===== config.mk =====
export PLATFORM = sky130hd
export DESIGN_NAME = file_table_block_allocator
export DESIGN_NICKNAME = d
export VERILOG_FILES = /design/src/sv/ftba_pkg.sv /design/src/sv/file_table_block_allocator.sv /design/src/sv/ftba_ram.sv
export SDC_FILE = /design/constraint.sdc
export NUM_CORES = 1
export LEC_CHECK = 0
export BUFFER_PORTS_ARGS = -buffer_cell sky130_fd_sc_hd__buf_2
export CAP_MARGIN = 20
export CORE_AREA = 2 2 385 387
export DETAILED_ROUTE_END_ITERATION = 8
export DIE_AREA = 0 0 387 389
export GPL_TIMING_DRIVEN = 0
export PLACE_DENSITY = 0.44
export SETUP_SLACK_MARGIN = 0.02
export SYNTH_ARGS = -nofsm -noshare
export SYNTH_HDL_FRONTEND = slang
export SYNTH_SLANG_ARGS = --single-unit

===== constraint.sdc =====
create_clock -name clk -period 6.4 [get_ports clk]
set_input_delay 0.32 -clock clk [delete_from_list [all_inputs] [get_ports clk]]
set_output_delay 0.32 -clock clk [all_outputs]
set_load 0.02 [all_outputs]

===== src/sv/ftba_pkg.sv =====
`timescale 1ns / 1ps

package ftba_pkg;

  // The free-block bitmap is kept in words of this many bits.
  localparam int WORD_BITS  = 32;
  localparam int WORD_SHIFT = 5;

  typedef enum logic [1:0] {
    CMD_CREATE = 2'd0,
    CMD_DELETE = 2'd1,
    CMD_LOOKUP = 2'd2
  } cmd_t;

  typedef enum logic [2:0] {
    STATUS_OK        = 3'd0,
    STATUS_EXISTS    = 3'd1,
    STATUS_NO_ENTRY  = 3'd2,
    STATUS_NO_BLOCK  = 3'd3,
    STATUS_NOT_FOUND = 3'd4
  } status_t;

  typedef enum logic [2:0] {
    S_CLEAR,
    S_IDLE,
    S_SCAN,
    S_DECIDE,
    S_BREAD,
    S_BSCAN,
    S_DREAD,
    S_DWRITE
  } state_t;

  // Lowest clear bit of a bitmap word: {found, position}.
  function automatic logic [WORD_SHIFT:0] first_zero(input logic [WORD_BITS-1:0] w);
    logic [WORD_SHIFT:0] r;
    r = '0;
    for (int i = WORD_BITS - 1; i >= 0; i--) begin
      if (!w[i]) begin
        r = {1'b1, WORD_SHIFT'(i)};
      end
    end
    return r;
  endfunction

endpackage


===== src/sv/file_table_block_allocator.sv =====
`timescale 1ns / 1ps

// File table with a free-block bitmap. Each item is a create, delete or lookup
// command for a 16-bit file id and gives exactly one result item (status, entry
// index, block number). The id and block of each table entry live in one RAM
// and the block bitmap in a second RAM of 32-bit words; in-use marks of the
// entries are flip-flops. A command first scans the entry RAM, one entry per
// cycle. A create then scans the bitmap word by word, in a read state and a
// scan state per word, up to the configured disk size; a delete adds a
// read-modify-write of one bitmap word. An unused command code answers
// "not found" without a scan. After reset the block clears the bitmap word by
// word (blocks 0 and 1 reserved) and accepts no item meanwhile. The disk size
// register may be written only while no command is in flight.
module file_table_block_allocator
  import ftba_pkg::*;
#(
  parameter int TABLE_ENTRIES   = 16,
  parameter int DISK_BLOCKS_MAX = 512
) (
  input  logic        clk,
  input  logic        rst,
  input  logic        cfg_valid,
  output logic        cfg_ready,
  input  logic [9:0]  cfg_data,
  input  logic        in_valid,
  output logic        in_stall,
  input  logic [1:0]  command,
  input  logic [15:0] file_id,
  output logic        out_valid,
  input  logic        out_stall,
  output logic [2:0]  status,
  output logic [3:0]  entry_index,
  output logic [8:0]  block_number
);

  localparam int EW    = $clog2(TABLE_ENTRIES);
  localparam int WORDS = (DISK_BLOCKS_MAX + WORD_BITS - 1) / WORD_BITS;
  localparam int WW    = (WORDS > 1) ? $clog2(WORDS) : 1;
  localparam int BIW   = WW + WORD_SHIFT;
  localparam int IDW   = 16 + BIW;
  localparam int CW    = ($clog2(DISK_BLOCKS_MAX) + 2 > 11) ? $clog2(DISK_BLOCKS_MAX) + 2 : 11;

  state_t state, state_next;

  logic [9:0]           disk_blocks;
  logic [1:0]           cmd_r;
  logic [15:0]          id_r;
  logic [TABLE_ENTRIES-1:0] in_use;

  logic [EW:0]          ecnt;
  logic                 pend;
  logic [EW-1:0]        pidx;
  logic                 found;
  logic [EW-1:0]        found_idx;
  logic [BIW-1:0]       found_blk;
  logic                 free_ok;
  logic [EW-1:0]        free_idx;
  logic [WW-1:0]        wcnt;

  logic                 res_pend;
  logic [2:0]           res_status;
  logic [EW-1:0]        res_entry;
  logic [BIW-1:0]       res_block;

  // RAM ports.
  logic                 t_we;
  logic [IDW-1:0]       t_wdata, t_rdata;
  logic [EW-1:0]        t_raddr;
  logic                 b_we;
  logic [WW-1:0]        b_waddr, b_raddr;
  logic [WORD_BITS-1:0] b_wdata, b_rdata;

  // Scan and bitmap helpers.
  logic                 hit;
  logic                 accept;
  logic                 finish;
  logic [2:0]           fin_status;
  logic [EW-1:0]        fin_entry;
  logic [BIW-1:0]       fin_block;
  logic [CW-1:0]        limit, base, avail;
  logic [WORD_BITS-1:0] valid_mask, masked;
  logic [WORD_SHIFT:0]  fz;
  logic                 last_word;
  logic [BIW-1:0]       new_blk;

  assign cfg_ready = 1'b1;
  assign accept    = in_valid && !in_stall;
  assign in_stall  = (state != S_IDLE) || res_pend;

  ftba_ram #(.WIDTH(IDW), .DEPTH(TABLE_ENTRIES)) u_table (
    .clk  (clk),
    .we   (t_we),
    .waddr(free_idx),
    .wdata(t_wdata),
    .raddr(t_raddr),
    .rdata(t_rdata)
  );

  ftba_ram #(.WIDTH(WORD_BITS), .DEPTH(WORDS)) u_bitmap (
    .clk  (clk),
    .we   (b_we),
    .waddr(b_waddr),
    .wdata(b_wdata),
    .raddr(b_raddr),
    .rdata(b_rdata)
  );

  // Usable disk size and the bitmap word under test.
  always_comb begin
    limit = (CW'(disk_blocks) > CW'(DISK_BLOCKS_MAX)) ? CW'(DISK_BLOCKS_MAX)
                                                      : CW'(disk_blocks);
    base  = CW'(wcnt) << WORD_SHIFT;
    avail = (limit > base) ? (limit - base) : '0;
    for (int j = 0; j < WORD_BITS; j++) begin
      valid_mask[j] = (CW'(j) < avail);
    end
    masked    = b_rdata | ~valid_mask;
    fz        = first_zero(masked);
    new_blk   = {wcnt, fz[WORD_SHIFT-1:0]};
    last_word = (base + CW'(WORD_BITS) >= limit) || (wcnt == WW'(WORDS - 1));
    hit       = pend && in_use[pidx] && (t_rdata[IDW-1 -: 16] == id_r);
  end

  // Sequencer: next state, RAM controls and the result of a command.
  always_comb begin
    state_next = state;
    t_raddr    = ecnt[EW-1:0];
    t_we       = 1'b0;
    t_wdata    = {id_r, new_blk};
    b_we       = 1'b0;
    b_waddr    = wcnt;
    b_raddr    = wcnt;
    b_wdata    = b_rdata | (WORD_BITS'(1) << fz[WORD_SHIFT-1:0]);
    finish     = 1'b0;
    fin_status = STATUS_NOT_FOUND;
    fin_entry  = '0;
    fin_block  = '0;
    unique case (state)
      S_CLEAR: begin
        b_we    = 1'b1;
        b_wdata = (wcnt == '0) ? WORD_BITS'(3) : '0;
        if (wcnt == WW'(WORDS - 1)) begin
          state_next = S_IDLE;
        end
      end
      S_IDLE: begin
        if (accept) begin
          if (command == CMD_CREATE || command == CMD_DELETE || command == CMD_LOOKUP) begin
            state_next = S_SCAN;
          end else begin
            finish = 1'b1;
          end
        end
      end
      S_SCAN: begin
        if (hit || (pend && pidx == EW'(TABLE_ENTRIES - 1))) begin
          state_next = S_DECIDE;
        end
      end
      S_DECIDE: begin
        case (cmd_r)
          CMD_CREATE: begin
            if (found) begin
              finish     = 1'b1;
              fin_status = STATUS_EXISTS;
            end else if (!free_ok) begin
              finish     = 1'b1;
              fin_status = STATUS_NO_ENTRY;
            end else begin
              state_next = S_BREAD;
            end
          end
          CMD_DELETE: begin
            if (found) begin
              state_next = S_DREAD;
            end else begin
              finish = 1'b1;
            end
          end
          default: begin
            finish = 1'b1;
            if (found) begin
              fin_status = STATUS_OK;
              fin_entry  = found_idx;
              fin_block  = found_blk;
            end
          end
        endcase
        if (finish) begin
          state_next = S_IDLE;
        end
      end
      S_BREAD: begin
        state_next = S_BSCAN;
      end
      S_BSCAN: begin
        if (fz[WORD_SHIFT]) begin
          b_we       = 1'b1;
          t_we       = 1'b1;
          finish     = 1'b1;
          fin_status = STATUS_OK;
          fin_entry  = free_idx;
          fin_block  = new_blk;
          state_next = S_IDLE;
        end else if (last_word) begin
          finish     = 1'b1;
          fin_status = STATUS_NO_BLOCK;
          state_next = S_IDLE;
        end else begin
          state_next = S_BREAD;
        end
      end
      S_DREAD: begin
        b_raddr    = found_blk[BIW-1:WORD_SHIFT];
        state_next = S_DWRITE;
      end
      S_DWRITE: begin
        b_we       = 1'b1;
        b_waddr    = found_blk[BIW-1:WORD_SHIFT];
        b_wdata    = b_rdata & ~(WORD_BITS'(1) << found_blk[WORD_SHIFT-1:0]);
        finish     = 1'b1;
        fin_status = STATUS_OK;
        fin_entry  = found_idx;
        fin_block  = found_blk;
        state_next = S_IDLE;
      end
      default: begin
        state_next = S_IDLE;
      end
    endcase
  end

  // State register.
  always_ff @(posedge clk) begin
    if (rst) begin
      state <= S_CLEAR;
    end else begin
      state <= state_next;
    end
  end

  // Configuration register.
  always_ff @(posedge clk) begin
    if (rst) begin
      disk_blocks <= 10'd512;
    end else if (cfg_valid && cfg_ready) begin
      disk_blocks <= cfg_data;
    end
  end

  // In-use marks of the entries.
  always_ff @(posedge clk) begin
    if (rst) begin
      in_use <= '0;
    end else if (state == S_BSCAN && fz[WORD_SHIFT]) begin
      in_use[free_idx] <= 1'b1;
    end else if (state == S_DWRITE) begin
      in_use[found_idx] <= 1'b0;
    end
  end

  // Bitmap word counter, shared by the clearing pass and the block scan.
  always_ff @(posedge clk) begin
    if (rst) begin
      wcnt <= '0;
    end else if (state == S_CLEAR) begin
      wcnt <= wcnt + WW'(1);
    end else if (state == S_DECIDE) begin
      wcnt <= '0;
    end else if (state == S_BSCAN) begin
      wcnt <= wcnt + WW'(1);
    end
  end

  // Entry scan: one read issued per cycle, compared in the cycle after.
  always_ff @(posedge clk) begin
    if (rst) begin
      ecnt    <= '0;
      pend    <= 1'b0;
      found   <= 1'b0;
      free_ok <= 1'b0;
    end else if (accept) begin
      ecnt    <= '0;
      pend    <= 1'b0;
      found   <= 1'b0;
      free_ok <= 1'b0;
    end else if (state == S_SCAN) begin
      if (ecnt < (EW + 1)'(TABLE_ENTRIES)) begin
        ecnt <= ecnt + (EW + 1)'(1);
        pend <= 1'b1;
      end else begin
        pend <= 1'b0;
      end
      if (hit && !found) begin
        found <= 1'b1;
      end
      if (pend && !in_use[pidx] && !free_ok) begin
        free_ok <= 1'b1;
      end
    end
  end

  // Scan payload.
  always_ff @(posedge clk) begin
    if (accept) begin
      cmd_r <= command;
      id_r  <= file_id;
    end
    if (state == S_SCAN) begin
      pidx <= ecnt[EW-1:0];
      if (hit && !found) begin
        found_idx <= pidx;
        found_blk <= t_rdata[BIW-1:0];
      end
      if (pend && !in_use[pidx] && !free_ok) begin
        free_idx <= pidx;
      end
    end
  end

  // Finished result waits here until the output register is free.
  always_ff @(posedge clk) begin
    if (rst) begin
      res_pend  <= 1'b0;
      out_valid <= 1'b0;
    end else begin
      if (finish) begin
        res_pend <= 1'b1;
      end else if (res_pend && (!out_valid || !out_stall)) begin
        res_pend <= 1'b0;
      end
      if (res_pend && (!out_valid || !out_stall)) begin
        out_valid <= 1'b1;
      end else if (!out_stall) begin
        out_valid <= 1'b0;
      end
    end
  end

  always_ff @(posedge clk) begin
    if (finish) begin
      res_status <= fin_status;
      res_entry  <= fin_entry;
      res_block  <= fin_block;
    end
    if (res_pend && (!out_valid || !out_stall)) begin
      status       <= res_status;
      entry_index  <= 4'(res_entry);
      block_number <= 9'(res_block);
    end
  end

endmodule


===== src/sv/ftba_ram.sv =====
`timescale 1ns / 1ps

module ftba_ram #(
  parameter int WIDTH = 32,
  parameter int DEPTH = 16
) (
  input  logic                                   clk,
  input  logic                                   we,
  input  logic [(DEPTH > 1 ? $clog2(DEPTH) : 1)-1:0] waddr,
  input  logic [WIDTH-1:0]                       wdata,
  input  logic [(DEPTH > 1 ? $clog2(DEPTH) : 1)-1:0] raddr,
  output logic [WIDTH-1:0]                       rdata
);

  logic [WIDTH-1:0] mem [DEPTH];

  // One write port and one read port with registered read data.
  always_ff @(posedge clk) begin
    if (we) begin
      mem[waddr] <= wdata;
    end
    rdata <= mem[raddr];
  end

endmodule


# ---- Word level (Yosys, flattened, before mapping)
# Memories as Yosys holds them, arrays and structs flattened. A register that Yosys moved wholly into a read port is not among the register bits.
# Index checks and enable logic that the tools add are counted.
dict set report totals {
  reg_bits 114
  ramBits 912
  input_bits 33
  output_inout_bits 19
  wordCells 237
  n_memories 2
}
dict set report classes {
  addsub 4
  n_lt_le_gt_ge 41
  eq_ne 23
  shift 2
  mux 98
  n_bitwise 8
  n_reduce_logical 37
}
# memory depth word_bits rd rd_clocked_by_memory_dff write_ports line_no
set mem_list {}
lappend mem_list {u_bitmap.mem 16 32 1 1 1 ftba_ram.sv:15} ;# logic [WIDTH-1:0] mem [DEPTH];
lappend mem_list {u_table.mem 16 25 1 1 1 ftba_ram.sv:15}
# cell n
set op_table {}
lappend op_table {{$mux 6} 32}
lappend op_table {{$lt 5x11->1 const A} 16}
lappend op_table {{$lt 4x11->1 const A} 8}
lappend op_table {{$not 32->32} 2}
lappend op_table {{$or 32x32->32} 2}
lappend op_table {{$pmux 32 s2} 1}
lappend op_table {{$shl 1x5->32 const A} 2}
lappend op_table {{$mux 3} 15}
lappend op_table {{$lt 3x11->1 const A} 4}
lappend op_table {{$and 32x32->32} 1}
lappend op_table {{$mux 16} 2}
lappend op_table {{$mux 4} 8}
lappend op_table {{$mux 9} 3}
lappend op_table {{$pmux 9 s3} 1}
lappend op_table {{$pmux 3 s8} 1}
lappend op_table {{$lt 1x11->1 const A} 2}
lappend op_table {{$lt 2x11->1 const A} 2}
lappend op_table {{$mux 1} 22}
lappend op_table {{$and 16x16->16} 1}
lappend op_table {{$eq 16x16->1} 1}
lappend op_table {{$not 16->16} 1}
lappend op_table {{$or 16x16->16} 1}
lappend op_table {{$lt 4x5->1 const B} 3}
lappend op_table {{$eq 3x3->1 const B} 4}
lappend op_table {{40 further kinds} 78}

# ---- Logic depth before layout (Yosys ltp)
# Gate-level depths: netlist of the first run.
dict set report logic_depth {
  word_depth 43
  depth_mapped 20
  ltp_nobuf 16
}

# ---- Cells and area by module
# From an unflattened synthesis of the first run, not the netlist that was laid out.
dict set report unflattened {
  cells_unflattened 2249
  area_unflattened_um2 42583.3
}
# mod n_inst cells_each area_per_inst_um2 seq_area_each_um2
set by_module_without_submodules {}
lappend by_module_without_submodules {{ftba_ram at u_bitmap} 1 838 19835.3 16015.4}
lappend by_module_without_submodules {{ftba_ram at u_table} 1 660 15551.2 12512.0}
lappend by_module_without_submodules {file_table_block_allocator 1 751 7196.9 2992.9}

# ---- Least setup slack after synthesis of the first run
# No wires, ideal clock.
dict set report synth_path {
  path_kind {register -> register}
  from {reg disk_blocks[9]}
  to {mem u_table.mem[4][0] in the netlist's numbering (enable)}
  setup_ps 438
  arrival_ps 5380
  required_ps 5962
  slack_ps 582
  stages_incl_launch_ff 21
  path_buffers 5
  period_less_slack_ps 5818
  cell_sequence {dfxtp_1 buf_2 inv_1 buf_2 nand2_1 ha_1 inv_1 fa_1 xnor2_1 and3_1 mux2_4 buf_6 buf_6 a211o_1 o211a_1 and2_1 and3_1 a21boi_4 buf_4 nand3b_1 nor3_1}
}
dict set report synth_between {
  elab_chain_len 43
  elab_cells_between_ends 75
  cone_classes {add/sub: 1; order compare: 34; mux: 38; bitwise: 2}
}
# element line_no
set synth_lines {}
lappend synth_lines {{start, declared} file_table_block_allocator.sv:45} ;# logic [9:0] disk_blocks;
lappend synth_lines {{start signal, assigned} file_table_block_allocator.sv:247} ;# disk_blocks <= cfg_data;
lappend synth_lines {{$gt 10x10->1} file_table_block_allocator.sv:110} ;# limit = (CW'(disk_blocks) > CW'(DISK_BLOCKS_MAX)) ? CW'(DISK_BLOCKS_MAX)
lappend synth_lines {{$mux 10 *} file_table_block_allocator.sv:110}
lappend synth_lines {{$sub 10x9->11 / $gt 10x9->1 (equally long branches)} file_table_block_allocator.sv:113} ;# avail = (limit > base) ? (limit - base) : '0;
lappend synth_lines {{$mux 11 *} file_table_block_allocator.sv:113}
lappend synth_lines {{$lt 5x11->1} file_table_block_allocator.sv:115} ;# valid_mask[j] = (CW'(j) < avail);
lappend synth_lines {{$not 32->32 *} file_table_block_allocator.sv:117} ;# masked = b_rdata | ~valid_mask;
lappend synth_lines {{$or 32x32->32 *} file_table_block_allocator.sv:117}
lappend synth_lines {{$mux 6 (31 in a row)} ftba_pkg.sv:39} ;# if (!w[i]) begin
lappend synth_lines {{$mux 6 *} ftba_pkg.sv:39}
lappend synth_lines {{$mux 1 *} file_table_block_allocator.sv:197} ;# if (fz[WORD_SHIFT]) begin
lappend synth_lines {{$mux 1 *} file_table_block_allocator.sv:138} ;# unique case (state)
lappend synth_lines {{$mux 1 *} ftba_ram.sv:19} ;# if (we) begin
lappend synth_lines {{$mux 1 (not written as such) *} ftba_ram.sv:20} ;# mem[waddr] <= wdata;
lappend synth_lines {{end, declared} ftba_ram.sv:15}
# Mark *: on every way between the ends. The rest lies on a longest branch, timed or not.

# ---- Worst setup path in the final report of the first run
dict set report layout_path {
  from {reg disk_blocks[9]}
  to {mem u_bitmap.mem[11][2] (enable)}
}
dict set report layout_between {
  elab_chain_len 43
  elab_cells_between_ends 75
  cone_classes {add/sub: 1; order compare: 34; mux: 38; bitwise: 2}
}
# element line_no
set layout_lines {}
lappend layout_lines {{$gt 10x10->1} file_table_block_allocator.sv:110}
lappend layout_lines {{$mux 10 *} file_table_block_allocator.sv:110}
lappend layout_lines {{$sub 10x9->11 / $gt 10x9->1 (equally long branches)} file_table_block_allocator.sv:113}
lappend layout_lines {{$mux 11 *} file_table_block_allocator.sv:113}
lappend layout_lines {{$lt 5x11->1} file_table_block_allocator.sv:115}
lappend layout_lines {{$not 32->32 *} file_table_block_allocator.sv:117}
lappend layout_lines {{$or 32x32->32 *} file_table_block_allocator.sv:117}
lappend layout_lines {{$mux 6 (31 in a row)} ftba_pkg.sv:39}
lappend layout_lines {{$mux 6 *} ftba_pkg.sv:39}
lappend layout_lines {{$mux 1 *} file_table_block_allocator.sv:197}
lappend layout_lines {{$pmux 1 s2 *} file_table_block_allocator.sv:138}
lappend layout_lines {{$mux 1 *} ftba_ram.sv:19}
lappend layout_lines {{$mux 1 (not written as such) *} ftba_ram.sv:20}
lappend layout_lines {{end, declared} ftba_ram.sv:15}
# Marks and branches as above.

==> impl_metrics.tcl, run 1 <==
set metrics [dict create \
    outcome "completed" \
    place_hpwl_um 93800 \
    synthTopCellsByArea "edfxtp_1, mux4_2, dfxtp_1, a211oi_1, nand2_1" \
    synth_area_um2 43800 \
    synth-seq-area-share_pct 72.0 \
    path_cells "buf_2 -> inv_1 -> buf_2 -> nand2_1 -> ha_1 -> inv_1 -> fa_1 -> a211oi_2 -> nor2_2 -> nand2_1 -> a31oi_1 -> o41a_1 -> nor3b_2 -> and3_1 -> a21boi_4 -> o21ai_1 -> nor2_4 -> buf_12" \
    h-tree-depth 3 \
    switching_share_pct 24.6 \
    coreArea_um2 147000 \
    period_needed_ps 6080 \
    avgRoutedWirePerCell_um 26.2 \
    fin_setup_tns_ps 0 \
    synth_edf_count 983 \
    p_int_mw 11.7 \
    crit_slowest_cell "o21ai_1" \
    clockBufferDepth 3 \
    final-setup-viol-count 0 \
    nets 3138 \
    die_area_um2 151000 \
    drt_iter0_drc 2584 \
    relSlewSlack_pct 24.5 \
    drc 0 \
    dp_cells 4861 \
    worstPathArrival_ps 6550 \
    slowest_delay_ps 810 \
    crit_required_ps 6880 \
    dr.pass1.iters 5 \
    place_congestion 0.857 \
    via_per_inst 5.19 \
    synthFlopType "edfxtp_1" \
    p_leak_nw 16.6 \
    cts_made_buffers 112 \
    synth-seq-cells 1083 \
    max_cap_viol_count 0 \
    start_util_pct 29.9 \
    finalCritPeriodShare_pct 95.0 \
    rsz0062_at_grt "no" \
    synth.most_common_cell "edfxtp_1" \
    postPlaceCellArea_um2 47900 \
    irDropWorstVdd_mv 0.211 \
    grt_usage_pct 17.5 \
    synth_nets 2855 \
    syn_area_per_cell_um2 15.6 \
    cts_sinks 1083 \
    clk_latency_ps 750 \
    crit_family "compound AO/OA/AOI/OAI gates" \
    vias 26500 \
    ctsRootBufferMaster "clkbuf_16" \
    port-buffer-count 50 \
    dieHeight_um 389 \
    cp-start-kind "flip-flop" \
    synthCells 2809 \
    wl_um 134000 \
    cts_tree "built" \
    area_delta_synth_final_pct 19.0 \
    pin_count 52 \
    fin_cells 5117 \
    crit_type "flip-flop to flip-flop" \
    crit_fanout 20 \
    synth_top_area_share_pct 67.4 \
    detail-route-antenna-nets 0 \
    fill_cells 13900 \
    grt_max_degree 26 \
    clockPowerShare_pct 40.8 \
    synth_commonest_cells "edfxtp_1, nand2_1, a211oi_1" \
    rows 141 \
    synth.distinct_cells 102 \
    hold_violations 0 \
    clock.fmax_mhz 165 \
    p_comb_share_pct 8.1 \
    worst_pin_slew_ps 1130 \
    die_w_um 387 \
    pwr-share-seq_pct 51.1 \
    grt_pass1_vias 26700 \
    hold_path_class "input port to flip-flop" \
    end_kind "flip-flop" \
    overflow 0 \
    drive_gt1_share_pct 17.0 \
    antenna_found_initial 7 \
    clk_pin_slew_ps 70 \
    crit_buf_inv 5 \
    p_switching_mw 3.82 \
    stdcell_area_um2 52100 \
    drv_slew 0 \
    ys_warn_count 0 \
    skew_ps 46.3 \
    synth_async_sr_flop_share_pct 0 \
    synth_area_leader_cell "edfxtp_1" \
    p_per_area_nw_per_um2 298 \
    grt_pass1_wl_um 192000 \
]
logic make-up after synthesis:
kind of cell             count (synthesis)  synth area share (%)
other                                    1               0.00857
multiplexers                           147                  7.09
AND/OR/NAND/NOR                        675                  7.60
XOR/XNOR                                23                 0.460
adder cells (fa/ha/maj)                 13                 0.389
flip-flops                            1083                  72.0
AO/OA/AOI/OAI                          659                  10.5
buffers and inverters                  208                  1.92
power groups by stage:
| stage | Clock (mW) | Sequential (mW) | Combinational, mW |
|---|---|---|---|
| 2_1_floorplan | 0 | 8.00 | 0.695 |
| 3_3_place_gp | 0 | 8.08 | 1.15 |
| 3_5_place_dp | 0 | 8.08 | 1.21 |
| 4_1_cts | 6.48 | 7.93 | 1.25 |
| 5_1_grt | 6.74 | 7.93 | 1.35 |
| 6_report | 6.34 | 7.93 | 1.26 |
cells in the final DEF (no fill, tap or decap), types with 11 or more instances in the layout:
master           n
clkbuf_1       176
dlygate4sd3_1   31
and2_0          19
o21ai_1         13
buf_12          29
mux2i_1         14
buf_4           22
xnor2_1         12
a21oi_1        126
nand3_1         15
a31oi_1         93
edfxtp_1       983
ha_1            12
nor2_4          23
buf_2           58
dfxtp_1         97
nor2b_1         17
nor3_1          19
buf_6           21
nor2_1          62
clkbuf_16      113
and2_1         117
xor2_1          11
o21ai_0         66
a311oi_1        70
buf_16          11
inv_1           24
nand2_1        307
clkinv_2        20
buf_8           12
buf_1           19
clkinv_1        23
a211oi_1       169
mux4_2         130
worst paths after layout:
| check | start | endpoint | slack (ps) | depth (start not counted) |
|---|---|---|---|---|
| min | in_valid | state[0] | 130 | 4 |
| min reg2reg | u_table.rdata[6] | found_blk[6] | 400 | 0 |
| max reg2reg | disk_blocks[9] | u_bitmap.mem[11][2] | 320 | 18 |
| max | disk_blocks[9] | u_bitmap.mem[11][2] | 320 | 18 |
flip-flops by register name (all words and copies together), names as in the netlist, 4 cells and up:
signal / count
in_use: 16
u_bitmap.mem: 512
block_number: 9
u_bitmap.rdata: 32
found_blk: 9
entry_index: 4
u_table.rdata: 25
found_idx: 4
wcnt: 4
disk_blocks: 10
u_table.mem: 400
pidx: 4
res_entry: 4
res_block: 9
ecnt: 5
free_idx: 4
id_r: 16
area by class of cell:
type | count | area (µm²) | share of cell area, %
multi-input cells | 1518 | 11800 | 22.6
clock inverters | 62 | 584 | 1.12
well taps | 1930 | 2410 | 4.64
repair buffers | 169 | 1950 | 3.74
flip-flops and latches | 1083 | 31500 | 60.5
inverters | 26 | 97.6 | 0.187
diodes | 2 | 5.00 | 0.00961
plain buffers | 182 | 743 | 1.43
clock buffers | 145 | 2990 | 5.74
worst min-delay path: stages:
cell and delay [ps]:
buf_2 100, nand3_1 110, a21oi_1 80, o22ai_1 190
per-layer routing:
metal | up-vias | track usage, % | share of wire [%]
met5 | - | 0 | 0.0097
met4 | 2 | 4.00 | 1.8
met3 | 154 | 2.38 | 5.6
met2 | 843 | 28.6 | 47
met1 | 13900 | 24.8 | 45
li1 | 11700 | - | -
metrics by stage:
step / hold slack, ps / util [%] / setup slack (ps) / power [mW]
2_1_floorplan: 386 / - / 582 / 8.69
3_3_place_gp: 394 / 31.7 / -3400 / 9.24
3_5_place_dp: 399 / 32.6 / -382 / 9.28
4_1_cts: 60.0 / 35.4 / 29.4 / 15.7
5_1_grt: 136 / 35.5 / 39.2 / 16.0
6_report: 126 / 35.5 / 323 / 15.5
repair_timing:
item | CTS | global route
pin swaps | 7 | 1
hold buffers | 31 | 0
gates resized for setup | 9 | 9
endpoints found under the setup margin | 342 | 530
setup buffers | 8 | 1
hold endpoints to repair | 32 | 0
Power figures use the tool's default switching activity.
==> run 2, diff against run 1 <==
Clock period 6.4 ns to 7.9 ns, I/O delays scaled along.
==> impl_metrics.tcl, run 2 (synthesized netlist as in run 1, its figures left out) <==
set metrics [dict create \
    rsz0062_at_grt "no" \
    place_hpwl_um 93800 \
    grt_max_degree 26 \
    crit_type "flip-flop to flip-flop" \
    nets 3132 \
    port-buffer-count 50 \
    die_area_um2 151000 \
    drv_slew 0 \
    pin_count 52 \
    antenna_found_initial 8 \
    die_w_um 387 \
    hold_depth 4 \
    switching_share_pct 24.5 \
    dieHeight_um 389 \
    worst_pin_slew_ps 1150 \
    hold_path_class "input port to flip-flop" \
    largestRegisters "u_bitmap.mem (512), u_table.mem (400), u_bitmap.rdata (32)" \
    crit_fanout 18 \
    skew_ps 40.0 \
    ff2ff_setup_slack_ps 1180 \
    min_to "state[0]" \
    grt_pass1_wl_um 191000 \
    cts_sinks 1083 \
    path_cells "clkbuf_1 -> inv_1 -> ha_1 -> or2_1 -> o31ai_2 -> mux2_4 -> buf_4 -> a211o_1 -> a22oi_1 -> or3b_1 -> o2bb2ai_1 -> a31oi_1 -> o21ai_0 -> o311ai_4" \
    rows 141 \
    slowest_delay_ps 950 \
    p_comb_share_pct 7.9 \
    worstPathArrival_ps 7120 \
    dp_cells 4861 \
    clk_latency_ps 750 \
    fin_cells 5111 \
    clock.fmax_mhz 149 \
    start_util_pct 29.9 \
    ctsRootBufferMaster "clkbuf_16" \
    p_switching_mw 3.08 \
    via_per_inst 5.21 \
    coreArea_um2 147000 \
    detail-route-antenna-nets 0 \
    outcome "completed" \
    largest_register "u_bitmap.mem" \
    avgRoutedWirePerCell_um 26.2 \
    p_int_mw 9.47 \
    reg2reg_from "wcnt[2]" \
    final-setup-viol-count 0 \
    max_cap_viol_count 0 \
    crit_family "compound AO/OA/AOI/OAI gates" \
    clockBufferDepth 3 \
    clk_pin_slew_ps 60 \
    drt_iter0_drc 2565 \
    irDropWorstVdd_mv 0.171 \
    crit_required_ps 8300 \
    crit_slowest_cell "o311ai_4" \
    mostFrequentLayoutCells "edfxtp_1, nand2_1, clkbuf_1" \
    post_cts_buffers 0 \
    drc 0 \
    period_needed_ps 6720 \
    fin_setup_tns_ps 0 \
    place_congestion 0.857 \
    relSlewSlack_pct 23.5 \
    grt_pass1_vias 26700 \
    cts_resized 0 \
    crit_buf_inv 3 \
    vias 26600 \
    largest_register_ffs 512 \
    area_delta_synth_final_pct 18.4 \
    cp-start-kind "flip-flop" \
    reg2reg_to "u_bitmap.mem[11][1]" \
    pwr-share-seq_pct 51.2 \
    p_leak_nw 16.6 \
    hold_ws_ps 198 \
    cts_tree "built" \
    h-tree-depth 3 \
    dr.pass1.iters 6 \
    finalCritPeriodShare_pct 85.0 \
    wl_um 134000 \
    overflow 0 \
    grt_usage_pct 17.5 \
    end_kind "flip-flop" \
    min-delay-start "in_valid" \
    hold_violations 0 \
    final_common_cell "edfxtp_1" \
    drive_gt1_share_pct 16.6 \
    clockPowerShare_pct 40.9 \
    r2r_cells 14 \
    p_per_area_nw_per_um2 242 \
    cts_made_buffers 112 \
]
[run 2: changes by cell type in the layout (fill, tap and decap cells not counted), sizes merged]
cell and delta:
buf -6
[run 2: final cells by class]
cell class	count	area, µm²
antenna	2	5.00
buffer	182	743
clock buffer	145	2990
clock inverter	62	584
fill	13900	94800
inverter	26	97.6
multi-input combinational	1518	11700
sequential	1083	31500
tap	1930	2410
timing repair buffer	163	1800
[run 2: worst min-delay path, stage by stage]
cell and delay (ps):
buf_2 100, nand3_1 120, a21oi_1 80, o22ai_1 180
[run 2: power groups by stage]
stage	Combinational [mW]	Clock (mW)	Sequential, mW
after floorplan	0.563	0	6.48
after global placement	0.934	0	6.55
after detailed placement	0.977	0	6.55
after CTS	0.993	5.25	6.42
after global routing	1.07	5.46	6.43
final	0.992	5.13	6.42
[run 2: worst max path at each step]
stage               slack (ps)  cells after the start                  end      startpoint
floorplan                 2080                     20    u_table.mem[4][0]  disk_blocks[9]
global placement         -1900                     14   u_table.mem[5][21]         wcnt[2]
detailed placement        1120                     13   u_bitmap.mem[3][1]         wcnt[1]
CTS                       1100                     13  u_bitmap.mem[10][1]         wcnt[1]
global route               820                     13  u_bitmap.mem[10][1]         wcnt[1]
finish                    1180                     14  u_bitmap.mem[11][1]         wcnt[2]
[run 2: metrics by stage]
stage	utilization (%)	power (mW)	area (µm²)	worst slack (ps)
CTS	35.3	12.7	51700	1100
global placement	31.7	7.48	46400	-1900
global route	35.4	13.0	51800	825
detailed placement	32.6	7.52	47900	1120
floorplan	-	7.04	43800	2080
finish	35.4	12.5	51800	1180
[run 2: timing repair]
| item | 4_1_cts | 5_1_grt |
|---|---|---|
| hold endpoints to repair | 31 | 0 |
| setup endpoints to repair | 0 | 0 |
| hold buffers | 31 | 0 |
[run 2: routing by layer]
layer	global-route usage, %	vias to the layer above	part of all wire (%)
li1	-	11700	-
met1	24.8	13900	46
met2	28.5	862	47
met3	2.42	144	5.7
met4	4.14	2	1.8
met5	0	-	0.0097
